[config.mk]
export PLATFORM = sky130hd
export DESIGN_NAME = glzw_raster
export DESIGN_NICKNAME = d
export VERILOG_FILES = /design/src/hdl/glzw_pkg.sv /design/src/hdl/glzw_raster.sv
export SDC_FILE = /design/constraint.sdc
export NUM_CORES = 1
export LEC_CHECK = 0
export BUFFER_PORTS_ARGS = -buffer_cell sky130_fd_sc_hd__buf_2
export CAP_MARGIN = 20
export CORE_MARGIN = 4
export CORE_UTILIZATION = 59
export DETAILED_ROUTE_END_ITERATION = 12
export PLACE_DENSITY = 0.91
export SLEW_MARGIN = 0
export SYNTH_ARGS = -nofsm -noshare
export SYNTH_HDL_FRONTEND = slang
export SYNTH_SLANG_ARGS = --single-unit
export TNS_END_PERCENT = 20
[constraint.sdc]
create_clock -name aclk -period 4.87 [get_ports aclk]
set_input_delay 0.2435 -clock aclk [delete_from_list [all_inputs] [get_ports aclk]]
set_output_delay 0.2435 -clock aclk [all_outputs]
set_load 0.1 [all_outputs]
[src/hdl/glzw_pkg.sv]
package glzw_pkg;

    localparam logic [1:0] MODE_START = 2'd0;
    localparam logic [1:0] MODE_PUSH  = 2'd1;
    localparam logic [1:0] MODE_PULL  = 2'd2;

    localparam logic [2:0] ST_PIXEL    = 3'd0;
    localparam logic [2:0] ST_NEED     = 3'd1;
    localparam logic [2:0] ST_ACCEPTED = 3'd2;
    localparam logic [2:0] ST_DONE     = 3'd3;
    localparam logic [2:0] ST_ERROR    = 3'd4;

    localparam logic [2:0] ERR_NONE      = 3'd0;
    localparam logic [2:0] ERR_CODE_SIZE = 3'd1;
    localparam logic [2:0] ERR_BEYOND    = 3'd2;
    localparam logic [2:0] ERR_NO_PRIOR  = 3'd3;
    localparam logic [2:0] ERR_ENDED     = 3'd4;
    localparam logic [2:0] ERR_OVERRUN   = 3'd5;

    localparam logic [1:0] FIN_ACTIVE = 2'd0;
    localparam logic [1:0] FIN_DONE   = 2'd1;
    localparam logic [1:0] FIN_ERROR  = 2'd2;

    localparam logic [1:0] CFG_MIN_CODE = 2'd0;
    localparam logic [1:0] CFG_WIDTH    = 2'd1;
    localparam logic [1:0] CFG_HEIGHT   = 2'd2;
    localparam logic [1:0] CFG_INTERLACE = 2'd3;

    // interlace pass step and start row; passes past the fourth hold at zero
    function automatic logic [3:0] pass_step(input logic [2:0] p);
        case (p)
            3'd0: pass_step = 4'd8;
            3'd1: pass_step = 4'd8;
            3'd2: pass_step = 4'd4;
            3'd3: pass_step = 4'd2;
            default: pass_step = 4'd0;
        endcase
    endfunction

    function automatic logic [2:0] pass_start(input logic [2:0] p);
        case (p)
            3'd1: pass_start = 3'd4;
            3'd2: pass_start = 3'd2;
            3'd3: pass_start = 3'd1;
            default: pass_start = 3'd0;
        endcase
    endfunction

    typedef struct packed {
        logic [2:0]  status;
        logic [2:0]  cause;
        logic [7:0]  index;
        logic [15:0] row;
        logic [15:0] column;
        logic        row_complete;
        logic        in_frame;
    } glzw_result_t;

endpackage

[src/hdl/glzw_raster.sv]
module glzw_raster
    import glzw_pkg::*;
(
    input  logic        aclk,
    input  logic        aresetn,
    input  logic        restart,
    input  logic        advance,
    input  logic [15:0] image_width,
    input  logic [15:0] image_height,
    input  logic        interlaced,
    output logic [15:0] row,
    output logic [15:0] column,
    output logic        row_complete,
    output logic        in_frame,
    output logic        last_row
);

    logic [15:0] row_reg, col_reg, rows_left_reg;
    logic [2:0]  pass_reg;
    logic [16:0] col_inc, row_sum;
    logic [2:0]  pass_nx;

    assign col_inc      = {1'b0, col_reg} + 17'd1;
    assign row_complete = col_inc >= {1'b0, image_width};
    assign in_frame     = row_reg < image_height;
    assign row          = row_reg;
    assign column       = col_reg;
    assign last_row     = rows_left_reg <= 16'd1;
    assign row_sum      = {1'b0, row_reg} + {13'd0, pass_step(pass_reg)};
    assign pass_nx      = (pass_reg < 3'd5) ? pass_reg + 3'd1 : pass_reg;

    always_ff @(posedge aclk) begin
        if (!aresetn || restart) begin
            row_reg       <= '0;
            col_reg       <= '0;
            pass_reg      <= '0;
            rows_left_reg <= image_height;
        end else if (advance) begin
            if (!row_complete) begin
                col_reg <= col_inc[15:0];
            end else begin
                col_reg <= '0;
                if (interlaced) begin
                    if (row_sum >= {1'b0, image_height}) begin
                        pass_reg <= pass_nx;
                        row_reg  <= {13'd0, pass_start(pass_nx)};
                    end else begin
                        row_reg <= row_sum[15:0];
                    end
                end else begin
                    row_reg <= row_reg + 16'd1;
                end
                rows_left_reg <= last_row ? 16'd0 : rows_left_reg - 16'd1;
            end
        end
    end

endmodule

Yosys cells after proc, flatten, opt, wreduce, memory -nomap -nowiden
Index checks and enable logic that the tools add are counted.
{ "op_classes": {"order_cmp": 5, "n_shift": 0, "div_mod_pow": 0, "n_eq_ne": 6, "addsub": 5, "mul": 0, "n_bitwise": 0, "mux": 10, "reduce_logical": 9} }
{ "op_table": {"columns": ["operator", "n"], "rows": [
  ["16-bit 2-to-1 mux", 7],
  ["17-bit by 16-bit greater-or-equal comparator with 1-bit output", 2],
  ["16-bit by 1-bit adder with 17-bit output (second input constant)", 1],
  ["16-bit by 4-bit adder with 17-bit output", 1],
  ["16-bit by 1-bit adder with 16-bit output (second input constant)", 1],
  ["16-bit by 1-bit less-or-equal comparator with 1-bit output (second input constant)", 1],
  ["16-bit less-than comparator", 1],
  ["16-bit by 1-bit subtractor with 16-bit output (second input constant)", 1],
  ["3-bit by 2-bit == test with 1-bit output (second input constant)", 4],
  ["4-bit one-hot mux with 3 select lines", 1],
  ["3-bit one-hot mux with 3 select lines", 1],
  ["3-bit by 1-bit == test with 1-bit output (second input constant)", 2],
  ["2-bit AND reduction", 2],
  ["4-bit AND reduction", 1],
  ["2-bit nonzero test", 2],
  ["3-bit by 1-bit adder with 3-bit output (second input constant)", 1],
  ["3-bit logical NOT", 1],
  ["3-bit less-than comparator (second input constant)", 1],
  ["3-bit 2-to-1 mux", 1],
  ["2-bit OR reduction", 1],
  ["1-bit logical NOT", 1],
  ["1-bit logical OR", 1]
]} }
{ "word_totals": {"ram_bits": 0, "register_bits": 51, "out_inout_bits": 35, "in_bits": 37, "rom_bits": 0, "latch_bits": 0, "word_cells": 39, "memories": 0} }

Longest topological paths before layout
Gate-level depths: netlist of the first run.
{ "logic_depth": {"word_depth": 7, "ltp_mapped": 18, "mapped_depth_nobuf": 18} }

Worst setup path after synthesis of the first run
Ideal clock, no wire load.
{ "synth_timing": {"kind": "register -> register", "startpoint": "register col_reg[0], in the netlist column[0]", "endpoint": "register col_reg[15], in the netlist column[15]", "setup_slack_ps": 152, "stages_incl_launch_ff": 17, "t_arrival_ps": 4601, "path_buffers": 1, "setup_ps": 118, "required_time_ps": 4752, "synth_period_minus_slack_ps": 4718, "path_cell_list": "dfxtp_1 -> ha_1 -> and3_1 -> and4_1 -> buf_6 -> and3_1 -> nand3_1 -> xnor2_1 -> ha_1 -> nand2_1 -> o21a_1 -> a21oi_1 -> o21a_1 -> nor2_2 -> inv_1 -> o21ai_0 -> a32o_1"} }
{ "synth_between": {"elab_chain_len": 3} }
{ "synth_rtl": {"columns": ["element", "line_no", "text"], "rows": [
  ["start, declared", "glzw_raster.sv:18", "logic [15:0] row_reg, col_reg, rows_left_reg;"],
  ["start signal, assigned", "glzw_raster.sv:40", "col_reg <= col_inc[15:0];"],
  ["16-bit by 1-bit adder with 17-bit output", "glzw_raster.sv:23", "assign col_inc = {1'b0, col_reg} + 17'd1;"],
  ["17-bit by 16-bit greater-or-equal comparator with 1-bit output", "glzw_raster.sv:24", "assign row_complete = col_inc >= {1'b0, image_width};"],
  ["via row_complete", "glzw_raster.sv:13", "output logic row_complete,"],
  ["16-bit 2-to-1 mux", "glzw_raster.sv:39", "if (!row_complete) begin"]
]} }
The timed path passes the listed nets, and every way through them passes these cells.
A chain may end at the register's enable or synchronous reset.

Worst setup path after layout of the first run
{ "layout_timing": {"startpoint": "register col_reg[0], in the netlist column[0]", "endpoint": "output row_complete"} }
{ "layout_between": {"elab_chain_len": 2} }
{ "layout_rtl": {"columns": ["element", "line_no"], "rows": [
  ["16-bit by 1-bit adder with 17-bit output", "glzw_raster.sv:23"],
  ["17-bit by 16-bit greater-or-equal comparator with 1-bit output", "glzw_raster.sv:24"],
  ["end, declared", "glzw_raster.sv:13"]
]} }
No other way between the ends.

==> results of run 1 <==
## worst paths after layout
path | startpoint | endpoint | slack, ns
worst min register to register | column[4] | column[4] | 0.52
worst max-delay path | column[0] | row_complete | 0.32
worst min-delay path | image_height[8] | rows_left_reg[8] | 0.24
worst max register to register | pass_reg[0] | pass_reg[1] | 0.46
## through the flow
stage	setup WS, ns	util (%)	instances
2_1_floorplan	0.1518	-	588
3_3_place_gp	0.7386	66.12	737
3_5_place_dp	0.5713	66.12	737
4_1_cts	0.3869	67.15	745
5_1_grt	0.05884	67.15	745
6_report	0.3195	67.15	745
## routing by layer
metal  wire [µm]  part of all wire (%)
met1        5412                    42
met2        6186                    48
met3        1062                   8.2
met4         268                   2.1
met5           0                     0
## cell usage in the layout (no fill, tap or decap), drive strengths merged, types with 5 or more instances in the layout
cell type	synthesis	final
buf	13	75
nand2	61	61
ha	57	57
inv	45	45
a21oi	39	39
nand3	37	37
dfxtp	35	35
nor2	33	33
o21ai	31	31
xnor2	21	21
xor2	19	19
nor3	17	17
edfxtp	16	16
and3	13	13
a31oi	12	12
o31ai	10	10
o22ai	10	10
a21o	10	10
nand4	7	7
nor4	6	6
and2	6	6
clkbuf	15	6
nor3b	5	5
a32o	5	5
a211oi	5	5
a311oi	5	5
## cells by family (layout without fill, tap and decap cells)
group	Yosys count	in the layout	share of synthesized area, %
multiplexers	2	2	0.4440
AO/OA/AOI/OAI	157	157	22.72
XOR/XNOR	40	40	7.313
adder cells (fa/ha/maj)	58	58	15.30
flip-flops	51	51	24.65
buffers and inverters	75	130	6.685
AND/OR/NAND/NOR	205	205	22.88
## power breakdown
part / total, µW / switching, µW / internal [µW]
combinational: 125 / 77.3 / 47.5
sequential: 469 / 13.8 / 455
clock: 243 / 144 / 98.6
## final cells by class
cell class,instances,area (µm²)
Fill cell,666,2565
Timing Repair Buffer,75,385.4
Tap cell,102,127.6
Clock buffer,6,72.57
Sequential cell,51,1181
Inverter,47,176.4
Clock inverter,2,7.507
Multi-Input combinational cell,462,3292
## worst register-to-register path, delay by kind of cell (launching register included)
kind	cells	cell delay, ns
compound gates	6	1.33
flops	1	0.45
buf+inv	2	0.13
simple gates	4	0.97
fa+ha+maj	5	1.20
xor+xnor	1	0.19
==> run metrics, run 1 <==
DRC 0; post-synthesis cell type count 72; hold_buf cts 0; DR iter-0 viols 284; CTS tree done; CP Buf/Inv Count 2; # clock sinks 51; final setup fails 0; FF+latch count, synth 51; Worst path max stage delay around 0.43 ns; setup TNS 0 ns; CTS root buf clkbuf_8; post-CTS setup buffer count 0; GRT Max-Usage Layer met2; GR Util met1 35.19%; CP Cell Sequence ha_1, and3_1, and4_1, and3_1, nand3_1, xnor2_1, ha_1, a21oi_1, o21a_1, o211ai_1, o21a_1, nor2_2, inv_1, buf_2; remaining global-route overflow 0; total power 836.3 µW; Setup Skew around 0.008 ns; initial antenna violation count 0; area delta synth->final 9.428%; Worst-path clk slew about 0.09 ns; post-synthesis cell count 588; io pins 72; Via Count 4777; die area between 0.009 and 0.01 mm²; Reg2Reg Depth 18; cell family with most CP delay simple AND/OR/NAND/NOR gates; Slowest-stage cell, CP dfxtp_1; FP Rows 32; Final Cycle Share 93.44%; outcome finished, final reports clean; Final Wtd Congestion 0.9259; PwrDens 159.5 mW/mm²; number of global-route vias before repair around 4600; gr usage total 26.63%; Skew-Pair Late Insertion Delay 0.31 ns; First-pass DRT Iterations 6; Detail Placement HPWL between 9000 and 10000 µm; Leakage 0.002488 µW; pin count of the biggest net entering global routing 43; Initial Util 61.36%; CP Depth 14; pins over their slew limit 0; grt met2 use 44.40%; cell taking the most area after synthesis ha_1; crit path time final ~4.6 ns; Max VDD drop 0.08842 mV; mapped cell area 0.004791 mm²; Max Cap Violations 0; Main synth FF type dfxtp_1; most common cell in the netlist nand2_1; RSZ-0062 raised after global routing false; Yosys top cell area share 14.89%; CP endpoint kind output port; Hold Crit Depth 3; startpoint types flip-flop; synth top area cells ha_1 (15%), dfxtp_1 (15%), edfxtp_1 (10%); layout cells sized above 1 17.11%; H-tree level count 2; WL per Instance 17.35 µm; crit path DAT 4.31 ns; Final Instance Area 0.005243 mm²; Rel. slew slack 58.58%; Mapped Nets 683; worst slew pin tran 0.6213 ns; TritonCTS Buffers 5; sequential-to-total area share from yosys stat 24.65%; Vias/cell 6.412; met3 Use GR 5.000%; global-route wire length before repair roughly 22000 µm; Synth Area per Inst 8.148 µm²; antenna cell count 0; Final Hold Vio Count 0; Setup CP Type flip-flop to output port; final hold slack roughly 0.24 ns; die height slightly below 100 µm; Post-synth top cells nand2_1 (61), ha_1 (57), inv_1 (45); fraction of registers with async set/reset 0%; post_cts resized 0; Final Net Count 737; Hold Path Class input port to flip-flop; I/O Buffers 71; Detail Route Antenna Nets 0; CTS Buffer Depth 2; WL final between 10000 and 15000 µm; Yosys warnings 0; Die Wd between 90 and 100 µm; achievable frequency 219.8 MHz; Post-synth EDFFs 16; core area 0.007807 mm²; CP max FO 10; WP data required 4.63 ns; Placed Area just over 0.005 mm²
Power figures use the tool's default switching activity.
==> run 2: changes to the inputs <==
CELL_PAD_IN_SITES_DETAIL_PLACEMENT = 1   (was default)
CELL_PAD_IN_SITES_GLOBAL_PLACEMENT = 2   (was default)
CORE_UTILIZATION = 35   (was 59)
==> run 2 against run 1 <==
  * First-iteration DRC count rose by 6.3%
  * Critical endpoint is now pass_reg[1]
  * Combinational power barely moved
  * Final cell count rose by 10%
  * Non-clock buffer count rose by 4
  * Die area rose by 62%
==> run metrics, run 2 (synthesized netlist as in run 1, its figures left out) <==
remaining global-route overflow 0 (unchanged); Die Wd 125.0 µm (+27%); Setup CP Type flip-flop to flip-flop; most common cell after layout, fill and taps aside buf_2; area delta synth->final 13.37%; io pins 72 (unchanged); r2r endpoint pass_reg[1]; total power 975.0 µW (+17%); CP Capture Point pass_reg[1]; CP startpoint pass_reg[1]; CP max FO 7 (-3); initial antenna violation count 0 (unchanged); Worst-path clk slew 0.07 ns (-0.02 ns); FILL cells 1666 (+150%); Final WS setup 0.4478 ns (+0.1284 ns); CTS root buf clkbuf_16; CTS tree done; hold_buf cts 0 (unchanged); Final Wtd Congestion 0.8881 (-4.1%); Hold Path Class input port to flip-flop; pin count of the biggest net entering global routing 36 (-16%); Worst path max stage delay 0.42 ns (about the same); H-tree level count 2 (unchanged); CP Cell Sequence ha_1, ha_1, ha_1, inv_1, fa_1, inv_1, a21oi_1, nor2_1, nand3_1, xnor2_1, ha_1, nand3_1, or2_2, a31oi_1, a311o_2, o21ai_2, o311ai_0, o21ai_0; DRC 0 (unchanged); Slowest-stage cell, CP dfxtp_1; startpoint types flip-flop; core area 0.01335 mm² (+71%); WL per Instance 18.53 µm (+6.8%); Inst Count DP 815 (+11%); Final Cycle Share 90.80% (-2.6 points); area of the multi-input gates 0.003292 mm² (unchanged); post-CTS setup buffer count 0 (unchanged); Leakage 0.002538 µW (+2.0%); Reg2Reg Depth 18 (unchanged); Detail Placement HPWL 11790 µm (+19%); Sequential Area 0.001181 mm² (unchanged); global-route wire length before repair 25070 µm (+16%); post_cts resized 0 (unchanged); final setup fails 0 (unchanged); Setup Skew 0.006565 ns (-0.001415 ns); crit path DAT 4.59 ns (+0.28 ns); First-pass DRT Iterations 4 (-2); reg2reg start pass_reg[1]; outcome finished, final reports clean; I/O Buffers 71 (unchanged); Skew-Pair Late Insertion Delay 0.31 ns (about the same); RSZ-0062 raised after global routing false; final hold slack 0.2556 ns (+0.01175 ns); Max VDD drop 0.1075 mV (+22%); antenna cell count 0 (unchanged); crit path time final 4.422 ns (-0.1284 ns); R2R setup slack 0.45 ns (about the same); Place WS 0.5082 ns (-0.06307 ns); die area 0.01562 mm² (+62%); pins over their slew limit 0 (unchanged); DR iter-0 viols 302 (+6.3%); Vias/cell 5.649 (-12%); Detail Route Antenna Nets 0 (unchanged); gr usage total 19.41% (-7.2 points); fin cells 823 (+10%); PwrDens 179.5 mW/mm² (+13%); Final Hold Vio Count 0 (unchanged); layout cells sized above 1 17.77% (+0.67 points); Rel. slew slack 49.87% (-8.7 points); Via Count 4649 (-2.7%); crit-path most repeated cell ha_1; # clock sinks 51 (unchanged); FP Rows 42 (+31%); achievable frequency 226.1 MHz (+2.9%); Final Net Count 741 (+0.54%); Hold Crit Depth 3 (unchanged); number of global-route vias before repair 4925 (+7.3%); WP data required 5.04 ns (+0.41 ns); most frequent cells in the layout buf_2 (71), nand2_1 (61), ha_1 (57), inv_1 (45), a21oi_1 (37); setup TNS 0 ns (unchanged); WL final 15250 µm (+18%); CTS Buffer Depth 2 (unchanged); worst slew pin tran 0.7518 ns (+0.1305 ns); Max Cap Violations 0 (unchanged); CP endpoint kind flip-flop; TritonCTS Buffers 5 (unchanged); Initial Util 35.89% (-25 points); die height 125.0 µm (+27%)
[run 2: through the flow]
step	utilization (%)	area, µm²
floorplan	-	4791
global placement	39.60	5285
detailed placement	39.60	5285
CTS	40.69	5431
global route	40.69	5431
finish	40.69	5431
[run 2: layer usage]
metal  vias up  part of all wire (%)  global-route usage [%]
li1       2262                     -                       -
met1      2289                    46                   25.12
met2        83                    49                   33.82
met3        15                   3.7                   3.198
met4         0                   1.2                   4.719
met5         -                     0                       0
[run 2: final cells by class]
class	count	share of cell area (%)
clock inverter	1	0.06911
inverter	47	3.248
tap	176	4.054
timing repair buffer	79	7.648
clock buffer	7	2.626
multi-input combinational	462	60.61
sequential	51	21.75
[run 2: worst min-delay path by stage]
stage | start | endpoint | slack, ns
floorplan | image_height[0] | rows_left_reg[0] | 0.43
global placement | column[4] | column[4] | 0.50
detailed placement | column[4] | column[4] | 0.51
CTS | image_height[8] | rows_left_reg[8] | 0.25
global route | image_height[8] | rows_left_reg[8] | 0.26
finish | image_height[8] | rows_left_reg[8] | 0.26
[run 2: power by group]
group | switching (µW) | leakage, µW | total [µW] | internal, µW
combinational | 80.5 | 0.00202 | 128 | 47.6
clock | 173 | 0.0000716 | 377 | 204
sequential | 14.3 | 0.000448 | 470 | 455
total | 268 | 0.00254 | 975 | 707
[run 2: worst max-delay path, delay by kind of cell (launching register included)]
kind	cells	cell delay, ns
AOI/OAI and AO/OA	6	1.41
adders and majority gates	5	1.20
and+or+nand+nor	4	0.95
DFF	1	0.42
xor gates and xnor gates	1	0.19
buffers and inverters	2	0.12
